<file path="config.mk">
export PLATFORM = sky130hd
export DESIGN_NAME = midpoint_ellipse_generator
export DESIGN_NICKNAME = d
export VERILOG_FILES = /design/src/sv/mpe_pkg.sv /design/src/sv/mpe_mul.sv /design/src/sv/mpe_seq.sv /design/src/sv/mpe_dp.sv /design/src/sv/midpoint_ellipse_generator.sv
export VERILOG_INCLUDE_DIRS = /design/src /design/src/sv
export SDC_FILE = /design/constraint.sdc
export NUM_CORES = 2
export LEC_CHECK = 0
export ABC_CLOCK_PERIOD_IN_PS = 11900
export BUFFER_PORTS_ARGS = -buffer_cell sky130_fd_sc_hd__buf_2
export CORE_MARGIN = 1
export CORE_UTILIZATION = 66
export CTS_BUF_LIST = sky130_fd_sc_hd__clkbuf_8
export DETAILED_ROUTE_END_ITERATION = 10
export PLACE_DENSITY = 0.83
export SETUP_SLACK_MARGIN = 0.15
export SLEW_MARGIN = 20
export SYNTH_ARGS = -nofsm -noshare
export SYNTH_HDL_FRONTEND = slang
export SYNTH_SLANG_ARGS = --single-unit
</file>
<file path="constraint.sdc">
create_clock -name clk_i -period 11.9 [get_ports clk_i]
set_input_delay 1.785 -clock clk_i [delete_from_list [all_inputs] [get_ports clk_i]]
set_output_delay 1.785 -clock clk_i [all_outputs]
set_load 0.1 [all_outputs]
</file>
<file path="src/sv/midpoint_ellipse_generator_defines.svh">
// Assertion macros for the midpoint ellipse generator RTL.
// No dependencies; the modules that check themselves include this file.
`ifndef MIDPOINT_ELLIPSE_GENERATOR_DEFINES_SVH
`define MIDPOINT_ELLIPSE_GENERATOR_DEFINES_SVH
`ifndef SYNTH
// same-cycle implication, sampled on clk_i, off during reset
`define MPE_ASSERT_IMP(lbl, ante, cons, msg) \
  lbl: assert property (@(posedge clk_i) disable iff (!rst_ni) (ante) |-> (cons)) \
    else $error(msg);
// next-cycle implication, sampled on clk_i, off during reset
`define MPE_ASSERT_NXT(lbl, ante, cons, msg) \
  lbl: assert property (@(posedge clk_i) disable iff (!rst_ni) (ante) |=> (cons)) \
    else $error(msg);
`else
`define MPE_ASSERT_IMP(lbl, ante, cons, msg)
`define MPE_ASSERT_NXT(lbl, ante, cons, msg)
`endif
`endif

</file>
<file path="src/sv/mpe_pkg.sv">
// Shared types and constants for the midpoint ellipse generator.
// No dependencies.
`timescale 1ns / 1ps

package mpe_pkg;

  localparam int unsigned COORD_W  = 13;
  localparam int unsigned CENTRE_W = 12;

  // command codes
  localparam logic CMD_START = 1'b0;
  localparam logic CMD_NEXT  = 1'b1;

  typedef enum logic [3:0] {
    ST_IDLE,
    ST_SQ_A,
    ST_SQ_B,
    ST_AB,
    ST_INIT,
    ST_R2_M1,
    ST_R2_M2,
    ST_R2_M3,
    ST_R2_M4,
    ST_R2_M5,
    ST_R2_M6,
    ST_R2_FIN,
    ST_STEP,
    ST_DEC,
    ST_EMIT
  } seq_state_e;

  typedef enum logic [4:0] {
    OP_NONE,
    OP_LOAD,
    OP_SQ_A,
    OP_SQ_B,
    OP_AB,
    OP_INIT,
    OP_R2_M1,
    OP_R2_M2,
    OP_R2_M3,
    OP_R2_M4,
    OP_R2_M5,
    OP_R2_M6,
    OP_R2_FIN,
    OP_STEP,
    OP_DEC,
    OP_EMIT
  } dp_op_e;

  typedef struct packed {
    dp_op_e op;
    logic   mul_en;
  } dp_ctrl_t;

  typedef struct packed {
    logic active;      // an ellipse is being traced
    logic step_ready;  // next step needs no region-2 setup
  } dp_stat_t;

endpackage

</file>
<file path="src/sv/mpe_mul.sv">
// Shared unsigned multiplier with registered product.
// No package dependencies.
`timescale 1ns / 1ps

module mpe_mul #(
  parameter int unsigned W = 22
) (
  input  logic             clk_i,
  input  logic             en_i,
  input  logic [W-1:0]     a_i,
  input  logic [W-1:0]     b_i,
  output logic [2*W-1:0]   prod_o
);

  logic [2*W-1:0] prod_q;

  always_ff @(posedge clk_i) begin
    if (en_i) begin
      prod_q <= (2*W)'(a_i) * (2*W)'(b_i);
    end
  end

  assign prod_o = prod_q;

endmodule

</file>
<file path="src/sv/mpe_seq.sv">
// Sequencer: walks the setup, region-switch and step sequences.
// Depends on mpe_pkg and midpoint_ellipse_generator_defines.svh.
`timescale 1ns / 1ps
`include "midpoint_ellipse_generator_defines.svh"

module mpe_seq (
  input  logic              clk_i,
  input  logic              rst_ni,
  input  logic              in_valid_i,
  input  logic              command_i,
  input  logic              out_free_i,
  input  mpe_pkg::dp_stat_t stat_i,
  output logic              in_ready_o,
  output mpe_pkg::dp_ctrl_t ctrl_o
);
  import mpe_pkg::*;

  seq_state_e state_q, state_d;

  always_ff @(posedge clk_i or negedge rst_ni) begin
    if (!rst_ni) begin
      state_q <= ST_IDLE;
    end else begin
      state_q <= state_d;
    end
  end

  // next state
  always_comb begin
    state_d = state_q;
    unique case (state_q)
      ST_IDLE: begin
        if (in_valid_i) begin
          priority if (command_i == CMD_START) state_d = ST_SQ_A;
          else if (!stat_i.active)             state_d = ST_EMIT;
          else if (stat_i.step_ready)          state_d = ST_STEP;
          else                                 state_d = ST_R2_M1;
        end
      end
      ST_SQ_A:   state_d = ST_SQ_B;
      ST_SQ_B:   state_d = ST_AB;
      ST_AB:     state_d = ST_INIT;
      ST_INIT:   state_d = ST_EMIT;
      ST_R2_M1:  state_d = ST_R2_M2;
      ST_R2_M2:  state_d = ST_R2_M3;
      ST_R2_M3:  state_d = ST_R2_M4;
      ST_R2_M4:  state_d = ST_R2_M5;
      ST_R2_M5:  state_d = ST_R2_M6;
      ST_R2_M6:  state_d = ST_R2_FIN;
      ST_R2_FIN: state_d = ST_STEP;
      ST_STEP:   state_d = ST_DEC;
      ST_DEC:    state_d = ST_EMIT;
      ST_EMIT: begin
        if (out_free_i) state_d = ST_IDLE;
      end
      default:   state_d = ST_IDLE;
    endcase
  end

  // outputs
  always_comb begin
    in_ready_o  = 1'b0;
    ctrl_o.op   = OP_NONE;
    unique case (state_q)
      ST_IDLE: begin
        in_ready_o = 1'b1;
        if (in_valid_i && command_i == CMD_START) ctrl_o.op = OP_LOAD;
      end
      ST_SQ_A:   ctrl_o.op = OP_SQ_A;
      ST_SQ_B:   ctrl_o.op = OP_SQ_B;
      ST_AB:     ctrl_o.op = OP_AB;
      ST_INIT:   ctrl_o.op = OP_INIT;
      ST_R2_M1:  ctrl_o.op = OP_R2_M1;
      ST_R2_M2:  ctrl_o.op = OP_R2_M2;
      ST_R2_M3:  ctrl_o.op = OP_R2_M3;
      ST_R2_M4:  ctrl_o.op = OP_R2_M4;
      ST_R2_M5:  ctrl_o.op = OP_R2_M5;
      ST_R2_M6:  ctrl_o.op = OP_R2_M6;
      ST_R2_FIN: ctrl_o.op = OP_R2_FIN;
      ST_STEP:   ctrl_o.op = OP_STEP;
      ST_DEC:    ctrl_o.op = OP_DEC;
      ST_EMIT: begin
        if (out_free_i) ctrl_o.op = OP_EMIT;
      end
      default:   ctrl_o.op = OP_NONE;
    endcase
    ctrl_o.mul_en = (ctrl_o.op == OP_SQ_A)  || (ctrl_o.op == OP_SQ_B)  ||
                    (ctrl_o.op == OP_AB)    || (ctrl_o.op == OP_R2_M1) ||
                    (ctrl_o.op == OP_R2_M2) || (ctrl_o.op == OP_R2_M3) ||
                    (ctrl_o.op == OP_R2_M4) || (ctrl_o.op == OP_R2_M5);
  end

  `MPE_ASSERT_IMP(a_step_active, state_q == ST_STEP, stat_i.active,
                  "step with no ellipse active")
  `MPE_ASSERT_IMP(a_step_ready, state_q == ST_STEP, stat_i.step_ready,
                  "step taken before region-2 setup finished")
  `MPE_ASSERT_IMP(a_emit_free, ctrl_o.op == OP_EMIT, out_free_i,
                  "result loaded while output register busy")

endmodule

</file>
<file path="src/sv/mpe_dp.sv">
// Datapath: ellipse state, step adders, region-2 accumulator and the shared
// multiplier. Depends on mpe_pkg and mpe_mul.
`timescale 1ns / 1ps

module mpe_dp #(
  parameter int unsigned AXIS_BITS = 10
) (
  input  logic                              clk_i,
  input  logic                              rst_ni,
  input  mpe_pkg::dp_ctrl_t                 ctrl_i,
  input  logic [AXIS_BITS-1:0]              semi_axis_x_i,
  input  logic [AXIS_BITS-1:0]              semi_axis_y_i,
  input  logic signed [mpe_pkg::CENTRE_W-1:0] center_x_i,
  input  logic signed [mpe_pkg::CENTRE_W-1:0] center_y_i,
  output mpe_pkg::dp_stat_t                 stat_o,
  output logic signed [mpe_pkg::COORD_W-1:0] x_right_o,
  output logic signed [mpe_pkg::COORD_W-1:0] x_left_o,
  output logic signed [mpe_pkg::COORD_W-1:0] y_top_o,
  output logic signed [mpe_pkg::COORD_W-1:0] y_bottom_o,
  output logic                              last_o
);
  import mpe_pkg::*;

  localparam int unsigned XW  = AXIS_BITS + 1;      // x offset
  localparam int unsigned YW  = AXIS_BITS;          // y offset
  localparam int unsigned SQW = 2 * AXIS_BITS;      // squared axes
  localparam int unsigned SW  = 3 * AXIS_BITS + 3;  // step_dx / step_dy
  localparam int unsigned MW  = 2 * AXIS_BITS + 2;  // multiplier operand
  localparam int unsigned PW  = 2 * MW;             // product
  localparam int unsigned DW  = 4 * AXIS_BITS + 8;  // decision
  localparam int unsigned NW  = DW + 2;             // region-2 numerator
  localparam int unsigned CXW = COORD_W + XW;
  localparam int unsigned CYW = COORD_W + YW;

  logic [AXIS_BITS-1:0]       a_q, b_q;
  logic signed [CENTRE_W-1:0] cx_q, cy_q;
  logic [SQW-1:0]             asq_q, bsq_q;
  logic [XW-1:0]              x_q;
  logic [YW-1:0]              y_q;
  logic [SW-1:0]              dx_q, dy_q;
  logic signed [DW-1:0]       dec_q;
  logic signed [NW-1:0]       acc_q;
  logic                       take_q;
  logic                       active_q, r2_q;

  logic [MW-1:0]        mul_a, mul_b;
  logic [PW-1:0]        prod;
  logic [SW-1:0]        dbx, day;
  logic signed [DW-1:0] dec_inc;
  logic signed [NW-1:0] acc_adj;
  logic [CXW-1:0]       xr_sum, xl_sum;
  logic [CYW-1:0]       yt_sum, yb_sum;

  mpe_mul #(.W(MW)) u_mul (
    .clk_i  (clk_i),
    .en_i   (ctrl_i.mul_en),
    .a_i    (mul_a),
    .b_i    (mul_b),
    .prod_o (prod)
  );

  // operand select for the shared multiplier
  always_comb begin
    mul_a = '0;
    mul_b = '0;
    unique case (ctrl_i.op)
      OP_SQ_A: begin
        mul_a = MW'(a_q);
        mul_b = MW'(a_q);
      end
      OP_SQ_B: begin
        mul_a = MW'(b_q);
        mul_b = MW'(b_q);
      end
      OP_AB: begin
        mul_a = MW'(b_q);
        mul_b = MW'(asq_q);
      end
      OP_R2_M1: begin  // x*(x+1)
        mul_a = MW'(x_q);
        mul_b = MW'(x_q) + MW'(1);
      end
      OP_R2_M2: begin  // b^2 * x(x+1)
        mul_a = MW'(bsq_q);
        mul_b = prod[MW-1:0];
      end
      OP_R2_M3: begin  // (y-1)^2
        mul_a = MW'(y_q - YW'(1));
        mul_b = MW'(y_q - YW'(1));
      end
      OP_R2_M4: begin  // a^2 * (y-1)^2
        mul_a = MW'(asq_q);
        mul_b = prod[MW-1:0];
      end
      OP_R2_M5: begin  // a^2 * b^2
        mul_a = MW'(asq_q);
        mul_b = MW'(bsq_q);
      end
      default: begin
        mul_a = '0;
        mul_b = '0;
      end
    endcase
  end

  assign dbx = SW'({bsq_q, 1'b0});
  assign day = SW'({asq_q, 1'b0});

  // decision increment, uses the step values already updated by OP_STEP
  always_comb begin
    if (!r2_q) begin
      dec_inc = DW'(bsq_q) + DW'(dx_q) - (take_q ? DW'(dy_q) : DW'(0));
    end else begin
      dec_inc = DW'(asq_q) - DW'(dy_q) + (take_q ? DW'(dx_q) : DW'(0));
    end
  end

  // divide by 4 rounding toward zero: bias negatives by 3 before the shift
  assign acc_adj = acc_q + (acc_q[NW-1] ? NW'(3) : NW'(0));

  always_ff @(posedge clk_i) begin
    unique case (ctrl_i.op)
      OP_LOAD: begin
        a_q  <= semi_axis_x_i;
        b_q  <= semi_axis_y_i;
        cx_q <= center_x_i;
        cy_q <= center_y_i;
      end
      OP_SQ_B: asq_q <= prod[SQW-1:0];
      OP_AB:   bsq_q <= prod[SQW-1:0];
      OP_INIT: begin
        // prod = b*a^2
        dy_q  <= {prod[SW-2:0], 1'b0};
        dx_q  <= '0;
        x_q   <= '0;
        y_q   <= b_q;
        dec_q <= DW'(bsq_q) - DW'(prod) + DW'(asq_q >> 2);
      end
      OP_R2_M1: acc_q <= NW'(bsq_q);
      OP_R2_M3,
      OP_R2_M5: acc_q <= acc_q + NW'({prod, 2'b00});
      OP_R2_M6: acc_q <= acc_q - NW'({prod, 2'b00});
      OP_R2_FIN: dec_q <= acc_adj[NW-1:2];
      OP_STEP: begin
        if (!r2_q) begin
          x_q  <= x_q + XW'(1);
          dx_q <= dx_q + dbx;
          if (!dec_q[DW-1]) begin
            y_q    <= y_q - YW'(1);
            dy_q   <= dy_q - day;
            take_q <= 1'b1;
          end else begin
            take_q <= 1'b0;
          end
        end else begin
          y_q  <= y_q - YW'(1);
          dy_q <= dy_q - day;
          if (dec_q[DW-1] || dec_q == '0) begin
            x_q    <= x_q + XW'(1);
            dx_q   <= dx_q + dbx;
            take_q <= 1'b1;
          end else begin
            take_q <= 1'b0;
          end
        end
      end
      OP_DEC: dec_q <= dec_q + dec_inc;
      default: ;
    endcase
  end

  always_ff @(posedge clk_i or negedge rst_ni) begin
    if (!rst_ni) begin
      active_q <= 1'b0;
      r2_q     <= 1'b0;
    end else begin
      unique case (ctrl_i.op)
        OP_INIT: begin
          active_q <= 1'b1;
          r2_q     <= 1'b0;
        end
        OP_R2_FIN: r2_q <= 1'b1;
        OP_EMIT: begin
          if (y_q == '0) active_q <= 1'b0;
        end
        default: ;
      endcase
    end
  end

  assign stat_o.active     = active_q;
  assign stat_o.step_ready = r2_q || (dx_q < dy_q);

  // coordinates wrap to COORD_W bits
  assign xr_sum = CXW'(cx_q) + CXW'(x_q);
  assign xl_sum = CXW'(cx_q) - CXW'(x_q);
  assign yt_sum = CYW'(cy_q) + CYW'(y_q);
  assign yb_sum = CYW'(cy_q) - CYW'(y_q);

  assign x_right_o  = xr_sum[COORD_W-1:0];
  assign x_left_o   = xl_sum[COORD_W-1:0];
  assign y_top_o    = yt_sum[COORD_W-1:0];
  assign y_bottom_o = yb_sum[COORD_W-1:0];
  assign last_o     = (y_q == '0);

endmodule

</file>
<file path="src/sv/midpoint_ellipse_generator.sv">
// Midpoint ellipse generator, top level. Depends on mpe_pkg, mpe_seq, mpe_dp
// (with mpe_mul) and midpoint_ellipse_generator_defines.svh.
// Input channel (in_valid_i/in_ready_o): one item is a command plus the axes
// and centre. A start item loads a new ellipse and returns the top point; a
// next item returns the following point. Output channel (out_valid_o/
// out_ready_i): exactly one result item per input item, four mirrored pixel
// coordinates, last_o on the point with y offset 0, valid_res_o low for a
// next item when no ellipse is active (all other fields then zero).
// A start runs the squares, the b*a^2 product and ST_INIT; an ordinary step
// runs ST_STEP and ST_DEC; the step into region 2 runs the region-2 setup
// first; a next item when idle goes straight to ST_EMIT. Start and the
// region switch run their products one per cycle through the single shared
// multiplier (3 and 5 products); a step adds the offsets and step terms,
// then the decision value. Results go into the output register in ST_EMIT;
// one item is worked on at a time, but a new item is taken while a result
// still waits. When the receiver stalls, the finished result waits in the
// output register and the sequencer holds before loading the next one.
// Reset clears the sequencer and the active flag; no ellipse is active.
`timescale 1ns / 1ps
`include "midpoint_ellipse_generator_defines.svh"

module midpoint_ellipse_generator #(
  parameter int unsigned AXIS_BITS = 10
) (
  input  logic                                clk_i,
  input  logic                                rst_ni,
  input  logic                                in_valid_i,
  output logic                                in_ready_o,
  input  logic                                command_i,
  input  logic [AXIS_BITS-1:0]                semi_axis_x_i,
  input  logic [AXIS_BITS-1:0]                semi_axis_y_i,
  input  logic signed [mpe_pkg::CENTRE_W-1:0] center_x_i,
  input  logic signed [mpe_pkg::CENTRE_W-1:0] center_y_i,
  output logic                                out_valid_o,
  input  logic                                out_ready_i,
  output logic                                valid_res_o,
  output logic signed [mpe_pkg::COORD_W-1:0]  x_right_o,
  output logic signed [mpe_pkg::COORD_W-1:0]  x_left_o,
  output logic signed [mpe_pkg::COORD_W-1:0]  y_top_o,
  output logic signed [mpe_pkg::COORD_W-1:0]  y_bottom_o,
  output logic                                last_o
);
  import mpe_pkg::*;

  dp_ctrl_t ctrl;
  dp_stat_t stat;
  logic     out_free;

  // current point straight from the datapath registers
  logic signed [COORD_W-1:0] pt_xr, pt_xl, pt_yt, pt_yb;
  logic                      pt_last;

  // output register
  logic                      out_valid_q;
  logic                      valid_res_q, last_q;
  logic signed [COORD_W-1:0] xr_q, xl_q, yt_q, yb_q;

  assign out_free = !out_valid_q || out_ready_i;

  mpe_seq u_seq (
    .clk_i      (clk_i),
    .rst_ni     (rst_ni),
    .in_valid_i (in_valid_i),
    .command_i  (command_i),
    .out_free_i (out_free),
    .stat_i     (stat),
    .in_ready_o (in_ready_o),
    .ctrl_o     (ctrl)
  );

  mpe_dp #(.AXIS_BITS(AXIS_BITS)) u_dp (
    .clk_i         (clk_i),
    .rst_ni        (rst_ni),
    .ctrl_i        (ctrl),
    .semi_axis_x_i (semi_axis_x_i),
    .semi_axis_y_i (semi_axis_y_i),
    .center_x_i    (center_x_i),
    .center_y_i    (center_y_i),
    .stat_o        (stat),
    .x_right_o     (pt_xr),
    .x_left_o      (pt_xl),
    .y_top_o       (pt_yt),
    .y_bottom_o    (pt_yb),
    .last_o        (pt_last)
  );

  always_ff @(posedge clk_i or negedge rst_ni) begin
    if (!rst_ni) begin
      out_valid_q <= 1'b0;
    end else if (ctrl.op == OP_EMIT) begin
      out_valid_q <= 1'b1;
    end else if (out_ready_i) begin
      out_valid_q <= 1'b0;
    end
  end

  // an idle next item reports an all-zero result
  always_ff @(posedge clk_i) begin
    if (ctrl.op == OP_EMIT) begin
      valid_res_q <= stat.active;
      xr_q        <= stat.active ? pt_xr : '0;
      xl_q        <= stat.active ? pt_xl : '0;
      yt_q        <= stat.active ? pt_yt : '0;
      yb_q        <= stat.active ? pt_yb : '0;
      last_q      <= stat.active && pt_last;
    end
  end

  assign out_valid_o = out_valid_q;
  assign valid_res_o = valid_res_q;
  assign x_right_o   = xr_q;
  assign x_left_o    = xl_q;
  assign y_top_o     = yt_q;
  assign y_bottom_o  = yb_q;
  assign last_o      = last_q;

  `MPE_ASSERT_NXT(a_busy_after_accept, in_valid_i && in_ready_o, !in_ready_o,
                  "block ready again right after taking an item")
  `MPE_ASSERT_IMP(a_last_is_point, out_valid_o && last_o, valid_res_o,
                  "last flag on an empty result")
  `MPE_ASSERT_IMP(a_empty_is_zero, out_valid_o && !valid_res_o,
                  x_right_o == '0 && x_left_o == '0 && y_top_o == '0 && y_bottom_o == '0,
                  "empty result carries nonzero coordinates")

endmodule

</file>
* Word-level counts from Yosys, hierarchy flattened *
Cells that the tools add are included.
W data, S select, Z words.

cells by class
  equality and inequality tests = 34
  bitwise operators = 1
  add/subtract/negate cells = 20
  reductions and logical operators = 31
  magnitude comparators = 1
  multiply operators = 1
  mux-type cells = 38

operator list
  cell                  count
  $mux W33              6
  $pmux W22 S7          1
  $pmux W50 S3          1
  $pmux W48 S3          1
  $pmux W22 S6          1
  $pmux W33 S2          2
  $add A48 B48 Y48      2
  $pmux W5 S15          1
  $pmux W4 S14          1
  $add A50 B46 Y50      1
  $add A50 B50 Y50      1
  $sub A50 B46 Y50      1
  $add A48 B18 Y48      1
  $logic_not A48 Y1     1
  $mux W48              1
  $sub A48 B48 Y48      1
  $sub A20 B44 Y45      1
  $mul A22 B22 Y44      1
  $eq A5 B4 Y1 const B  8
  $add A20 B33 Y34      1
  $sub A20 B33 Y34      1
  $add A33 B21 Y33      1
  $lt A33 B33 Y1        1
  $sub A33 B21 Y33      1
  35 further kinds      88

storage, ports and cells
  output and inout port bits = 56
  flip-flop bits (word level) = 375
  bits of input ports = 49

* Longest topological paths before layout *
  word-level depth = 12
  gate-level depth with buffers = 39

* By module *
Synthesis repeated with hierarchy kept, for this count alone.

second synthesis, totals
  cells, all modules = 5770
  area total of the unflattened synthesis = 51125.3 µm²

modules (own cells, without submodules)
  module                      cells each  sequential area each (µm²)  area each (µm²)  instances
  mpe_dp                      3772        8097.8                      31519.0          1
  mpe_mul                     1824        1321.3                      17107.7          1
  midpoint_ellipse_generator  118         1646.6                      2095.8           1
  mpe_seq                     56          100.1                       402.9            1

* Worst setup path after synthesis *
No wires, ideal clock.

  path type = register to register
  start point = reg u_seq.state_q[0]
  end point = reg u_dp.u_mul.prod_q[42], in the netlist u_dp.u_mul.prod_o[42] (data pin)
  clock period less this slack = 9.148 ns
  path slack = 2.752 ns
  arrival = 8.890 ns
  data required time = 11.642 ns
  cell stages (with the launch flop) = 32
  cells stage by stage = dfrtp_1 inv_1 nand2_1 nor3_1 clkbuf_1 a222oi_1 nand3_1 clkbuf_1 nand2_1 fa_1 fa_1 fa_1 inv_1 fa_1 fa_1 fa_1 inv_1 fa_1 inv_1 ha_1 a21o_1 a21oi_1 o211ai_1 a31o_2 a31oi_1 a21oi_1 a41o_1 o31a_1 o31a_1 a21o_1 a21oi_1 xnor2_1

on the way
  longest elaborated chain between the ends = 6
  elaborated cells between the ends (all ways) = 30
  classes of those cells = mul: 1; eq/ne: 22; mux: 3; reduce/logical: 4

ends and longest elaborated chain
  item                                          RTL line       text
  start, declared                               mpe_seq.sv:18  seq_state_e state_q, state_d;
  start signal, assigned                        mpe_seq.sv:24  state_q <= state_d;
  $eq A4 B4 Y1, or another cell as far along    mpe_seq.sv:64  unique case (state_q)
  $pmux W5 S15 *                                mpe_seq.sv:64
  $eq A5 B3 Y1, or another cell as far along    mpe_dp.sv:66   unique case (ctrl_i.op)
  $reduce_or A2 Y1 (no line)                    n/a
  $pmux W22 S7 or $pmux W22 S6 (tied branches)  mpe_dp.sv:66
  $mul A22 B22 Y44 *                            mpe_mul.sv:19  prod_q <= (2*W)'(a_i) * (2*W)'(b_i);
  end signal, assigned                          mpe_mul.sv:19
  end, declared                                 mpe_mul.sv:15  logic [2*W-1:0] prod_q;

Mark *: on every way between the ends. The rest lies on a longest branch, timed or not.
A chain may end at the register's enable or synchronous reset.

* Worst setup path in the final report *
  start point = reg u_seq.state_q[2]
  end point = reg u_dp.u_mul.prod_q[42], in the netlist u_dp.u_mul.prod_o[42] (data pin)

The elaborated chain is that of the path after synthesis.

==> reports/metrics.csv <==
stage;metric;value;unit
status;violations;design-rule violations;
sta;fin_crit;10.92;ns
floorplan;placementRows;100;
synth;synthCells;5715;
cts;numCtsBuffers;73;
worst_hold_path;hold_path.class;reg -> reg;
synth;synth-xor-area-share;8.60;%
synth;yosys.area_share.simple;16.8;%
grt;grt_first_pass_wirelength;230000;um
synth;synth_fp_nets;6686;
grt;grt_max_degree;68;
grt;grt_pass1_vias;42145;
cts;post_cts_resized;0;
status;outcome;finished, violations left;
detailed_routing;ant_nets;0;
sta;finalClockSkew;0.0447;ns
worst_setup_path;path_class;reg -> reg;
worst_setup_path;r2r-start;u_seq.state_q[2];
synth;ys_ff_latch;371;
sta;setup_viol;0;
detailed_routing;drtIter0Drc;4919;
detailed_routing;route.detailed.drc;1;
detailed_routing;first_pass_iters;11;
synth;yosys.area_share.adder;29.4;%
floorplan;start_util;66.7;%
worst_setup_path;r2r_end;u_dp.u_mul.prod_o[42];
sta;rsz0062_at_grt;no;
cts;cts_root_buf;clkbuf_8;
placement;gp_congestion;0.968;
worst_setup_path;critPathRequiredTime;12.33;ns
detailed_routing;num_vias;42874;
synth;synthTopCellsByCount;inv_1, nand2_1, nor2_1;
detailed_routing;via_per_inst;6.31;
cts;clock_sinks;371;
worst_setup_path;r2r_cells;33;
sta;relSlewSlack;21.2;%
sta;setup_tns;0;ns
sta;slew_viol_final;0;
cts;cts_setup_buffers;0;
synth;yosysMostFrequentCell;inv_1;
grt;overflow;0;
placement;port_buffers;104;
cts;cts_hold_buf;0;
worst_setup_path;setup.worst_path.end;u_dp.u_mul.prod_o[42];
placement;dp_hpwl;117000;um
synth;async_flop_share;1.89;%
floorplan;die-area;76500;sq um
cts;cts.path.max_buffers;3;
sta;tightestPinTransition;1.18;ns
worst_setup_path;startpoint_type;flip-flop;
detailed_routing;wire_per_inst;21.7;um
synth;synth.area.top_cells;edfxtp_1, fa_1, ha_1;
floorplan;die_width;277;um
synth;synth_edf_count;364;
synth;ys.flop_type;edfxtp_1;
job;maxCapViolCount;0;
synth;syn_area;49800;sq um
synth;synth_warnings;0;
grt;grt_usage;38.4;%
cts;clk_pin_slew;0.07;ns
worst_hold_path;hold_path_depth;2;
floorplan;io_pins;105;
synth;ys_types;99;
cells_and_area;fin_nets;6739;
worst_setup_path;cp-startpoint;u_seq.state_q[2];
worst_setup_path;worstPathArrival;11.35;ns
worst_setup_path;path_max_fanout;31;
floorplan;die_h;277;um
sta;fmax;91.6;MHz
worst_setup_path;cpMostUsedCell;fa_1;
synth;ys_seq_area_share;22.3;%
cells_and_area;flow.area_growth_from_synthesis;6.21;%
cells_and_area;nFillCells;5780;
synth;yosysTopAreaCellShare;22.0;%
synth;yosysTopAreaCell;edfxtp_1;
cells_and_area;drive_above_1_share;6.04;%
synth;synth_top_family_by_area;adder cells;
synth;muxShareOfSynthArea;0.146;%
cts;htree_levels;3;
worst_setup_path;regToRegSetupSlack;0.98;ns
cts;cts_tree;done;
floorplan;core_area;74600;sq um
grt;antenna_found_initial;5;
worst_setup_path;cp_slowest_cell;nand3_1;
worst_setup_path;end_kind;flip-flop;
cts;worstSkewPairLatency;0.69;ns
synth;avgSynthCellArea;8.71;sq um
synth;synth-compound-area-share;16.0;%
worst_setup_path;cpPeakStageDelay;0.80;ns
sta;hold_violations;0;
sta;period_share;91.8;%
detailed_routing;drt_wl_total;147000;um
critical path: cells and delay by family, from the launching register on:
family / cells / cell delay (ns)
flip-flops: 1 / 0.63
buffers and inverters: 6 / 0.62
adder cells (fa/ha/maj): 8 / 3.88
AO/OA/AOI/OAI: 13 / 3.15
AND/OR/NAND/NOR: 5 / 2.27
XOR/XNOR: 1 / 0.08
state kept, by name, indices dropped and copies added (netlist names), 11 cells and up:
name               flops
x_left_o              12
u_dp.asq_q            20
u_dp.dx_q             32
u_dp.bsq_q            20
u_dp.u_mul.prod_o     44
u_dp.dec_q            48
y_bottom_o            12
u_dp.cy_q             12
u_dp.acc_q            50
x_right_o             13
u_dp.cx_q             12
y_top_o               13
u_dp.x_q              11
u_dp.dy_q             32
layer usage:
layer  track usage, %  part of all wire (%)
met4             15.0                   4.5
met1             51.8                    39
met3             8.39                    11
met5            0.625                 0.058
met2             60.4                    45
cells by family (layout without fill, tap and decap cells):
logic type	after synthesis	in the layout
other	0	4
and+or+nand+nor	1823	1823
AOI/OAI and AO/OA	1209	1209
DFF	371	371
buffers and inverters	896	1008
xor gates and xnor gates	487	487
adders and majority gates	922	922
muxes	7	7
per-stage QoR:
| stage | util [%] | cell area, sq um | hold WS, ns | worst slack [ns] | instances |
|---|---|---|---|---|---|
| 6_report | 70.9 | 52900 | 0.633 | 0.982 | 6800 |
| 3_5_place_dp | 68.8 | 51300 | 0.586 | 1.26 | 6660 |
| 5_1_grt | 70.9 | 52800 | 0.658 | 0.621 | 6798 |
| 3_3_place_gp | 68.8 | 51300 | 0.600 | 1.41 | 6660 |
| 2_1_floorplan | - | 49800 | 0.491 | 2.75 | 5715 |
| 4_1_cts | 70.8 | 52800 | 0.603 | 1.16 | 6794 |
worst min path at each step:
stage | startpoint | end | slack [ns]
floorplan | u_dp.u_mul.prod_o[19] | u_dp.asq_q[19] | 0.49
global placement | out_valid_o | out_valid_o | 0.60
detailed placement | out_valid_o | out_valid_o | 0.59
CTS | out_valid_o | out_valid_o | 0.60
global route | out_valid_o | out_valid_o | 0.66
finish | out_valid_o | out_valid_o | 0.63
layout make-up:
class | instances | area (sq um) | share of cell area [%]
diodes | 4 | 10.0 | 0.0189
clock buffers | 74 | 1020 | 1.93
clock inverters | 60 | 464 | 0.878
inverters | 708 | 2660 | 5.03
multi-input cells | 4448 | 35400 | 67.0
flip-flops and latches | 371 | 11100 | 21.0
well taps | 969 | 1210 | 2.29
repair buffers | 166 | 987 | 1.87
placed cells by master, fill, tap and decap left out, types with 26 or more instances in the layout:
cell      synthesis  layout
nand2_1         662     661
edfxtp_1        364     364
nand2b_1         63      63
and2_1           68      68
o31ai_1          26      26
xor2_1          163     163
o21bai_1         46      46
a211oi_1         36      36
a21oi_1         331     329
nor2_1          514     509
ha_1            512     512
xnor2_1         322     322
or3_1            38      38
a31oi_1          33      33
nor2b_1          63      63
buf_2             3     104
buf_4             3      60
nor3_1           95      91
nand3_1         122     121
nand4_1          49      49
inv_1           708     714
and3_1           43      43
fa_1            410     410
a22oi_1          34      34
o21ai_0         250     250
clkbuf_8          0      74
o21a_1           66      66
a21o_1          136     136
Power is not shown: default switching activity piles up to over one toggle a cycle in this logic, so the estimate is an artifact.
